### config.mk
export PLATFORM = sky130hd
export DESIGN_NAME = ort_cell
export DESIGN_NICKNAME = d
export VERILOG_FILES = /design/src/rtl/ort_pkg.sv /design/src/rtl/ort_cell.sv
export SDC_FILE = /design/constraint.sdc
export NUM_CORES = 1
export LEC_CHECK = 0
export ABC_AREA = 1
export BUFFER_PORTS_ARGS = -buffer_cell sky130_fd_sc_hd__buf_4
export CAP_MARGIN = 20
export CELL_PAD_IN_SITES_DETAIL_PLACEMENT = 1
export CELL_PAD_IN_SITES_GLOBAL_PLACEMENT = 1
export CORE_UTILIZATION = 29
export CTS_CLUSTER_DIAMETER = 40
export DETAILED_ROUTE_END_ITERATION = 12
export PLACE_DENSITY = 0.84
export SLEW_MARGIN = 20
export SYNTH_ARGS = -nofsm -noshare
export SYNTH_HDL_FRONTEND = slang
export SYNTH_SLANG_ARGS = --single-unit
export TNS_END_PERCENT = 5
### constraint.sdc
create_clock -name i_clk -period 2.8 [get_ports i_clk]
set_clock_uncertainty 0.1 [all_clocks]
set_input_delay 0.56 -clock i_clk [delete_from_list [all_inputs] [get_ports i_clk]]
set_output_delay 0.56 -clock i_clk [all_outputs]
set_load 0.005 [all_outputs]
### src/rtl/ort_pkg.sv
// Shared types and constants for the ordered record table.
`timescale 1ns / 1ps

package ort_pkg;

    // Fixed field widths of the command and result transactions
    localparam int KIND_W     = 3;
    localparam int POS_W      = 7;
    localparam int FIELD_REC_W = 32;
    localparam int STATUS_W   = 2;
    localparam int CNT_OUT_W  = 7;
    localparam int CAP_W      = 7;

    // Default sizing and register reset
    localparam int DEPTH_DEF     = 64;
    localparam int REC_WIDTH_DEF = 32;
    localparam logic [CAP_W-1:0] CAP_RESET = 7'd64;

    // Command kinds
    typedef enum logic [KIND_W-1:0] {
        KIND_READ   = 3'd0,
        KIND_APPEND = 3'd1,
        KIND_INSERT = 3'd2,
        KIND_UPDATE = 3'd3,
        KIND_DELETE = 3'd4,
        KIND_CLEAR  = 3'd5
    } t_kind;

    // Result status codes
    typedef enum logic [STATUS_W-1:0] {
        STATUS_OK    = 2'd0,
        STATUS_RANGE = 2'd1,
        STATUS_FULL  = 2'd2
    } t_status;

    // Operation broadcast to every cell of the chain
    typedef enum logic [2:0] {
        CELL_HOLD,
        CELL_WRITE,
        CELL_INSERT,
        CELL_DELETE,
        CELL_CAPTURE,
        CELL_SHIFT
    } t_cell_op;

    // Command transaction
    typedef struct packed {
        logic [KIND_W-1:0]      kind;
        logic [POS_W-1:0]       position;
        logic [FIELD_REC_W-1:0] record_in;
    } t_cmd;

    // Result transaction
    typedef struct packed {
        logic [STATUS_W-1:0]    status;
        logic [FIELD_REC_W-1:0] record_out;
        logic [CNT_OUT_W-1:0]   record_count;
    } t_result;

endpackage

### src/rtl/ort_cell.sv
// One storage cell of the record chain with its read-out shift stage.
`timescale 1ns / 1ps

module ort_cell
    import ort_pkg::*;
#(
    parameter int INDEX     = 0,
    parameter int IDX_W     = 6,
    parameter int REC_WIDTH = REC_WIDTH_DEF
) (
    input  logic                 i_clk,
    input  t_cell_op             i_op,
    input  logic [IDX_W-1:0]     i_idx,
    input  logic [REC_WIDTH-1:0] i_rec,
    input  logic [REC_WIDTH-1:0] i_left_data,
    input  logic [REC_WIDTH-1:0] i_right_data,
    input  logic [REC_WIDTH-1:0] i_right_rd,
    output logic [REC_WIDTH-1:0] o_data,
    output logic [REC_WIDTH-1:0] o_rd
);

    localparam logic [IDX_W-1:0] MY_IDX = IDX_W'(INDEX);

    logic [REC_WIDTH-1:0] r_data;
    logic [REC_WIDTH-1:0] r_rd;
    logic                 at_idx;
    logic                 above_idx;

    assign at_idx    = (i_idx == MY_IDX);
    assign above_idx = (MY_IDX > i_idx);

    // Update the stored record and the read-out stage
    always_ff @(posedge i_clk) begin
        case (i_op)
            CELL_WRITE: begin
                if (at_idx) begin
                    r_data <= i_rec;
                end
            end
            CELL_INSERT: begin
                if (at_idx) begin
                    r_data <= i_rec;
                end else if (above_idx) begin
                    r_data <= i_left_data;
                end
            end
            CELL_DELETE: begin
                if (at_idx || above_idx) begin
                    r_data <= i_right_data;
                end
            end
            CELL_CAPTURE: begin
                r_rd <= at_idx ? r_data : '0;
            end
            CELL_SHIFT: begin
                r_rd <= i_right_rd;
            end
            default: begin
            end
        endcase
    end

    assign o_data = r_data;
    assign o_rd   = r_rd;

endmodule

==> results of run 1 <==
[critical path: stages]
cell and delay, ps:
buf_4 110, inv_1 210, nand2_4 310, nor2_8 480, nand3_1 150, nand2_1 90
[final cells by class]
class / instances / area (µm²)
Fill cell: 1718 / 7950
Sequential cell: 64 / 1920
Timing Repair Buffer: 210 / 1580
Multi-Input combinational cell: 299 / 1430
Inverter: 129 / 484
Clock buffer: 12 / 236
Tap cell: 180 / 225
Clock inverter: 2 / 8.76
[cells in the mapped netlist]
master	number
inv_1	97
nand4_1	32
clkinv_1	22
buf_1	2
nand2_2	1
nor2_4	1
buf_6	15
nor2_1	1
edfxtp_1	64
inv_2	10
nand3_1	65
o21ai_0	1
clkbuf_1	5
nor2_2	3
nor2_8	1
nand3_4	1
nand2_1	128
buf_4	3
nand2_4	1
o21ai_1	64
buf_2	10
[flip-flops by register name, summed over array words and instances (netlist names)]
name and count:
o_data 32, o_rd 32
[worst paths after layout]
check	start	endpoint	slack (ps)
max reg2reg	o_data[18]	o_rd[18]	1780
max	i_op[2]	o_data[31]	960
min reg2reg	o_data[27]	o_rd[27]	530
min	i_right_rd[25]	o_rd[25]	460
[stage by stage]
stage               area, µm²   util  std cells  hold WS (ps)  setup slack [ps]
finish                   5880  0.425        896           457               957
global route             5880  0.425        896           457               839
CTS                      5880  0.425        896           445               951
detailed placement       5640  0.408        882           517               613
global placement         5640  0.408        882           518               692
floorplan                4100      -        527           500               325
[kinds of logic after synthesis]
family,synth area share
buffers and inverters,0.184
AND/OR/NAND/NOR,0.267
AO/OA/AOI/OAI,0.0795
flip-flops,0.469
[routing by layer]
metal,vias up,global-route usage,part of all wire
met5,-,0,0
met4,0,0.0710,0.014
met3,14,0.0212,0.050
met2,129,0.326,0.49
met1,1852,0.249,0.45
li1,2053,-,-
[power by group]
| group | internal [mW] | switching, mW | leakage, nW |
|---|---|---|---|
| Clock | 0.584 | 0.371 | 0.120 |
| Combinational | 0.203 | 0.207 | 2.28 |
| Sequential | 1.08 | 0.00526 | 0.620 |
| Total | 1.86 | 0.584 | 3.02 |
==> out/results.txt, run 1 <==
Largest net degree at the start of global routing = 53
Detailed placer's ending HPWL = 10600 µm
Layout cells sized above 1 = 0.335
Clock transition at path regs = 50 ps
Setup Crit Path Kind = in2reg
GPL Wtd Cong = 0.818
H-tree depth = 3
Total track usage = 0.191
Antenna-violating nets left = 0
Post-synth top area cell = edfxtp_1
Num ports = 202
CTS Buffer Depth = 2
Area grow syn2layout = 43.6%
Post-CTS sizing = 0
Initial Util = 0.296
Core area = 0.0138 mm²
1st-pass router iterations = 4
Ant diodes = 0
CTS Sinks = 64
Average wire per standard cell = 15.4 µm
Power consumption = 2.45 mW
Cells on worst reg2reg path = 2
Most frequent cells in the layout = 210 x buf_4, 128 x nand2_1, 97 x inv_1
Setup_tns = 0 ps
Maxcap violations = 0
Power Density = 416 mW/mm²
FF+latch count, synth = 64
Post-CTS setup buffers = 0
DRC Markers = 0
Vias in the first global route = 4139
Hold path depth = 3
First DRT Iteration DRCs = 242
Number of antenna violations at the first check in global routing = 0
Via count = 4048
Area contributors post-synth = edfxtp_1 47%, nand2_1 12%, inv_1 8.9%
Leakage = 3.02 nW
Sequential area share after synthesis = 0.469
Syn Area/Cell = 7.77 µm²
Required time of the worst setup path = 2880 ps
Setup Viol. Count Final = 0
Chip height = 121 µm
Unique masters post-synth = 21
RSZ-0062 raised after global routing = no
Final hold violation count = 0
Row cnt = 43
NumNets Final = 851
Minimum clock period = 1840 ps
Crit share post-route = 0.658
Cells after synthesis = 527
Die X = 121 µm
Most common cell after layout, fill and taps aside = buf_4
Drt total wl = 13800 µm
Worst-Skew Late Latency = 320 ps
Die area = 0.0146 mm²
Synth Net Count = 665
CTS root buffer = clkbuf_16
First-pass GRT wire length = 21400 µm
CP Launch Type = primary input
I/O Buffers = 201
Post-synthesis cell area = 0.00409 mm²
Synthesis warning total = 0
CP Max Fanout = 33
Post-synth top area share = 0.469
Grt ovf = 0
Crit path DAT = 1930 ps
Drt via density = 4.52
Worst rel slew slack = 0.618
Max Clk Rate = 543 MHz
Hold/Removal Path Class = in2reg
Peak supply drop = 0.260 mV
Worst-Margin Slew = 571 ps
Status = finished, final reports clean
TritonCTS clock tree = built
Element type at the critical path end = flop
Final Slew Violations = 0
CTS Buf Count = 9
Hold_buf cts = 0
No activity file was read; power rests on OpenSTA's default activity.
==> run 2: changes to the inputs <==
--- a/config.mk
+++ b/config.mk
@@ -5,15 +5,15 @@
 export SDC_FILE = /design/constraint.sdc
 export NUM_CORES = 1
 export LEC_CHECK = 0
-export ABC_AREA = 1
+export ABC_AREA = 0
 export BUFFER_PORTS_ARGS = -buffer_cell sky130_fd_sc_hd__buf_4
 export CAP_MARGIN = 20
 export CELL_PAD_IN_SITES_DETAIL_PLACEMENT = 1
 export CELL_PAD_IN_SITES_GLOBAL_PLACEMENT = 1
-export CORE_UTILIZATION = 29
+export CORE_UTILIZATION = 33
 export CTS_CLUSTER_DIAMETER = 40
 export DETAILED_ROUTE_END_ITERATION = 12
-export PLACE_DENSITY = 0.84
+export PLACE_DENSITY = 0.88
 export SLEW_MARGIN = 20
 export SYNTH_ARGS = -nofsm -noshare
 export SYNTH_HDL_FRONTEND = slang
==> constraint.sdc (replaced) <==
create_clock -name i_clk -period 1.8 [get_ports i_clk]
set_clock_uncertainty 0.1 [all_clocks]
set_input_delay 0.36 -clock i_clk [delete_from_list [all_inputs] [get_ports i_clk]]
set_output_delay 0.36 -clock i_clk [all_outputs]
set_load 0.005 [all_outputs]
==> run 2 against run 1 <==
Effect of this change:
- worst setup slack got worse by 910 ps
- first-iteration DRC count rose by 19%
- sequential power rose by 56%
- worst hold slack got worse by 250 ps
- synthesized cell count fell by 35%
- total power rose by 42%
- synthesized area fell by 11%
- critical path type unchanged
==> out/results.txt, run 2 <==
CP Max Fanout = 32
Syn Area/Cell = 10.7 µm²
Detailed placer's ending HPWL = 10600 µm
Psw = 0.854 mW
Via count = 3751
Drt via density = 5.45
CTS root buffer = clkbuf_8
Ant diodes = 0
First-pass GRT wire length = 20100 µm
Total track usage = 0.230
Num ports = 202
Worst-Margin Slew = 468 ps
Status = finished, final reports clean
CTS Buf Count = 9
P_int = 2.63 mW
Maxcap violations = 0
Sequential area share after synthesis = 0.525
Cells after synthesis = 342
Power Density = 612 mW/mm²
Ys async rst share = 0
Area contributors post-synth = edfxtp_1 53%, nor4_2 9.2%, a2111oi_0 7.7%
Die X = 107 µm
Area grow syn2layout = 55.7%
Crit path DAT = 1710 ps
Post-synthesis cell area = 0.00366 mm²
Number of antenna violations at the first check in global routing = 0
H-tree depth = 3
Multi-input gate area = 0.00158 mm²
Max Clk Rate = 571 MHz
Final core area utilization = 0.525
Ys flop type = edfxtp_1
FF+latch count, synth = 64
I/O Buffers = 201
List of most frequent post-synthesis cells = 65 x nand2_1, 64 x edfxtp_1, 33 x nor3_1
Synthesis warning total = 0
Synth Net Count = 480
Minimum clock period = 1750 ps
Hold/Removal Path Class = in2reg
Die area = 0.0115 mm²
Core area = 0.0108 mm²
Cells on worst reg2reg path = 2
Drt total wl = 13600 µm
1st-pass router iterations = 4
Chip height = 107 µm
GPL Wtd Cong = 0.874
Final Slew Violations = 0
Seq pwr share = 0.482
Post-synth EDFFs = 64
Final hold violation count = 0
Antenna-violating nets left = 0
Leakage = 2.25 nW
Fill cells = 1232
Peak supply drop = 0.276 mV
Sw frac = 0.245
CTS Sinks = 64
Layout cells sized above 1 = 0.518
Element type at the critical path end = flop
Most common cell after layout, fill and taps aside = buf_4
Post-synthesis compound-gate area fraction = 0.175
Combinational share of power = 0.183
TritonCTS clock tree = built
Required time of the worst setup path = 1760 ps
Synth Area in XOR/XNOR = 0
Clock network fraction of design power = 0.335
NumNets Final = 682
DRC Markers = 0
Unique masters post-synth = 19
Largest family of logic cells by synthesized area = simple AND/OR/NAND/NOR gates
Post-synth top area share = 0.525
Hold path depth = 3
RSZ-0062 raised after global routing = no
Crit share post-route = 0.973
CP Launch Type = primary input
Setup Viol. Count Final = 0
Setup Crit Path Kind = in2reg
Vias in the first global route = 3771
Adder-cell area share of the yosys netlist = 0
Post-synth top area cell = edfxtp_1
Largest net degree at the start of global routing = 33
Grt ovf = 0
First DRT Iteration DRCs = 288
Worst rel slew slack = 0.680
Simple-gate share of the synthesized area = 0.248
Register area = 0.00192 mm²
Initial Util = 0.337
Worst-Skew Late Latency = 330 ps
Most frequent cells in the layout = 224 x buf_4, 64 x nand2_1, 64 x edfxtp_1
Row cnt = 38
Average wire per standard cell = 19.7 µm
Hold WS = 204 ps
Post-synthesis mux area share = 0
Clock transition at path regs = 70 ps
CTS Buffer Depth = 2
Most numerous cell in the Yosys netlist = nand2_1
-- run 2: cell types whose count changed after synthesis, moves of 22 or more --
cell / before / now
a2111oi_0: 0 / 32
inv_1: 97 / 0
nor3_1: 0 / 33
o22ai_1: 0 / 32
clkinv_1: 22 / 0
nand4_1: 32 / 0
o21ai_0: 1 / 32
nand3_1: 65 / 0
nand2_1: 128 / 65
o21ai_1: 64 / 0
nor4_2: 0 / 27
clkbuf_1: 5 / 30
-- run 2: critical path, stage by stage --
cell	delay, ps
buf_4	110
or4_2	690
buf_12	220
nor4_1	220
nor3_1	90
-- run 2: metal layers --
layer / wire [µm] / GRT usage / part of all wire
met1: 5660 / 0.309 / 0.42
met2: 6920 / 0.387 / 0.51
met3: 672 / 0.0206 / 0.050
met4: 310 / 0.0851 / 0.023
met5: 0 / 0 / 0
-- run 2: layout make-up --
cell class	instances	area share
flip-flops and latches	64	0.338
repair buffers	232	0.324
multi-input cells	237	0.277
well taps	140	0.0308
clock buffers	10	0.0224
clock inverters	5	0.00857
-- run 2: power groups by stage --
stage	combinational (mW)	clock [mW]	sequential (mW)
after floorplan	0.223	0	1.71
after global placement	0.619	0	1.71
after detailed placement	0.636	0	1.71
after CTS	0.637	1.19	1.68
after global routing	0.682	1.25	1.68
final	0.638	1.17	1.68
-- run 2: cell families after synthesis --
kind of cell,Yosys count
flops,64
buf+inv,41
compound gates,96
simple gates,141
-- run 2: metrics by stage --
| stage | instances | TNS (ps) | worst slack (ps) | total power, mW | cell area, µm² |
|---|---|---|---|---|---|
| after floorplan | 342 | -35290 | -565 | 1.94 | 3680 |
| after global placement | 673 | -10050 | -225 | 2.33 | 5510 |
| after detailed placement | 673 | -13080 | -291 | 2.35 | 5510 |
| after CTS | 688 | 0 | 62.4 | 3.51 | 5690 |
| after global routing | 688 | 0 | 4.09 | 3.61 | 5690 |
| final | 688 | 0 | 47.9 | 3.49 | 5690 |
-- run 2: worst paths after layout --
check	start	slack, ps	end
worst min register to register	o_data[27]	570	o_rd[27]
worst min-delay path	i_right_rd[13]	200	o_rd[13]
worst max register to register	o_data[7]	740	o_rd[7]
worst max-delay path	i_idx[0]	50	o_data[13]
-- run 2: repair_timing --
action / 4_1_cts / 5_1_grt
setup buffers: 0 / 0
gates resized for setup: 0 / 1
setup endpoints to repair: 0 / 1
hold buffers: 0 / 0
endpoints found under the hold margin: 0 / 0
==> run 3: changes to the inputs <==
--- a/config.mk
+++ b/config.mk
@@ -10,6 +10,7 @@
 export CAP_MARGIN = 20
 export CELL_PAD_IN_SITES_DETAIL_PLACEMENT = 1
 export CELL_PAD_IN_SITES_GLOBAL_PLACEMENT = 1
+export CORE_ASPECT_RATIO = 0.9
 export CORE_UTILIZATION = 33
 export CTS_CLUSTER_DIAMETER = 40
 export DETAILED_ROUTE_END_ITERATION = 12
==> run 3 against run 2 <==
Effect of this change:
- the run now ends with setup timing left
- highest routed layer unchanged
- clock-buffer cell count is 1 lower
- critical endpoint is now o_data[4]
- largest power group unchanged
- flip-flop and latch count stayed put
- via count is 0.51% higher
==> out/results.txt, run 3 (synthesis gave the netlist of run 2 again) <==
CTS Buf Count = 9
Final core area utilization = 0.531
Antenna-violating nets left = 0
TritonCTS clock tree = built
Grt ovf = 0
Worst-Skew Late Latency = 320 ps
DRC Markers = 0
1st-pass router iterations = 6
Chip height = 102 µm
Num ports = 202
Leakage = 2.26 nW
Ant diodes = 0
Hold WS = 220 ps
CTS Sinks = 64
RSZ-0062 raised after global routing = yes
Area grow syn2layout = 57.1%
Final WS setup = -11.7 ps
I/O Buffers = 201
Critical-path cell list = buf_4, or4_2, buf_12, nor4_2, nor3_1
Drt via density = 5.60
Element type at the critical path end = flop
Setup Crit Path Kind = in2reg
Drt total wl = 13700 µm
Number of antenna violations at the first check in global routing = 0
DP Area = 0.00547 mm²
Register area = 0.00192 mm²
Power Density = 664 mW/mm²
Worst-Margin Slew = 597 ps
Final Slew Violations = 0
CP max stage cell = or4_2
Largest net degree at the start of global routing = 45
Die area = 0.0115 mm²
Hold_buf cts = 0
Failing checks = setup timing
Final hold violation count = 0
H-tree depth = 3
Crit path DAT = 1750 ps
CTS Buffer Depth = 2
GPL Wtd Cong = 0.836
NumNets Final = 675
CP Launch Type = primary input
Minimum clock period = 1810 ps
Worst rel slew slack = 0.592
First-pass GRT wire length = 20800 µm
CP Max Fanout = 22
Dpl ws = -291 ps
Peak supply drop = 0.373 mV
Final Cell Area = 0.00574 mm²
CP peak stage delay = 730 ps
Detailed placer's ending HPWL = 10400 µm
Vias in the first global route = 3847
Via count = 3770
Clock transition at path regs = 60 ps
Core area = 0.0108 mm²
Maxcap violations = 0
Average wire per standard cell = 20.3 µm
Initial Util = 0.338
Status = complete, but fails checks
Setup Viol. Count Final = 1
Power consumption = 3.81 mW
CTS root buffer = clkbuf_16
Most common cell after layout, fill and taps aside = buf_4
First DRT Iteration DRCs = 340
Most frequent cells in the layout = 215 x buf_4, 64 x nand2_1, 64 x edfxtp_1
Row cnt = 36
Required time of the worst setup path = 1740 ps
Crit share post-route = 1.01
Hold/Removal Path Class = in2reg
Multi-input gate area = 0.00160 mm²
Max Clk Rate = 552 MHz
Die X = 113 µm
Total track usage = 0.234
Layout cells sized above 1 = 0.515
Fill cells = 1217
run 3: changes by cell type in the layout (fill, tap and decap cells not counted), sizes merged:
cell,before,now
bufinv,1,0
clkbuf,10,9
clkinvlp,0,1
buf,232,225
run 3: power breakdown:
group / internal (mW) / leakage [nW] / switching [mW]
Combinational: 0.330 / 1.50 / 0.298
Clock: 0.902 / 0.124 / 0.600
Sequential: 1.67 / 0.635 / 0.00883
run 3: worst paths after layout:
path	from	to	slack (ps)	cells after the start
max	i_idx[0]	o_data[4]	-10	5
max reg2reg	o_data[5]	o_rd[5]	790	2
min reg2reg	o_data[31]	o_rd[31]	550	2
min	i_right_rd[20]	o_rd[20]	220	3
run 3: what timing repair did:
action | in CTS | in global routing
gates resized for setup | 0 | 5
buffers inserted | 0 | 0
endpoints found under the setup margin | 0 | 4
run 3: critical path, delay by kind of cell:
| kind | cells | cell delay (ps) |
|---|---|---|
| simple gates | 3 | 1040 |
| buf+inv | 2 | 320 |
run 3: cell type report:
| cell class | instances | share of cell area |
|---|---|---|
| clock buffer | 9 | 0.0392 |
| tap | 133 | 0.0290 |
| clock inverter | 5 | 0.00457 |
| sequential | 64 | 0.335 |
| multi-input combinational | 237 | 0.278 |
| timing repair buffer | 225 | 0.314 |
run 3: metal layers:
layer	track usage	share of wire	vias up
li1	-	-	1751
met2	0.405	0.51	165
met1	0.306	0.42	1836
met5	0	0	-
met3	0.0350	0.062	18
met4	0.0749	0.015	0
run 3: metrics by stage:
| stage | setup TNS, ps | instances |
|---|---|---|
| 3_5_place_dp | -16150 | 659 |
| 6_report | -11.7 | 673 |
| 2_1_floorplan | -35290 | 342 |
| 4_1_cts | 0 | 673 |
| 3_3_place_gp | -12590 | 659 |
| 5_1_grt | -0.746 | 673 |
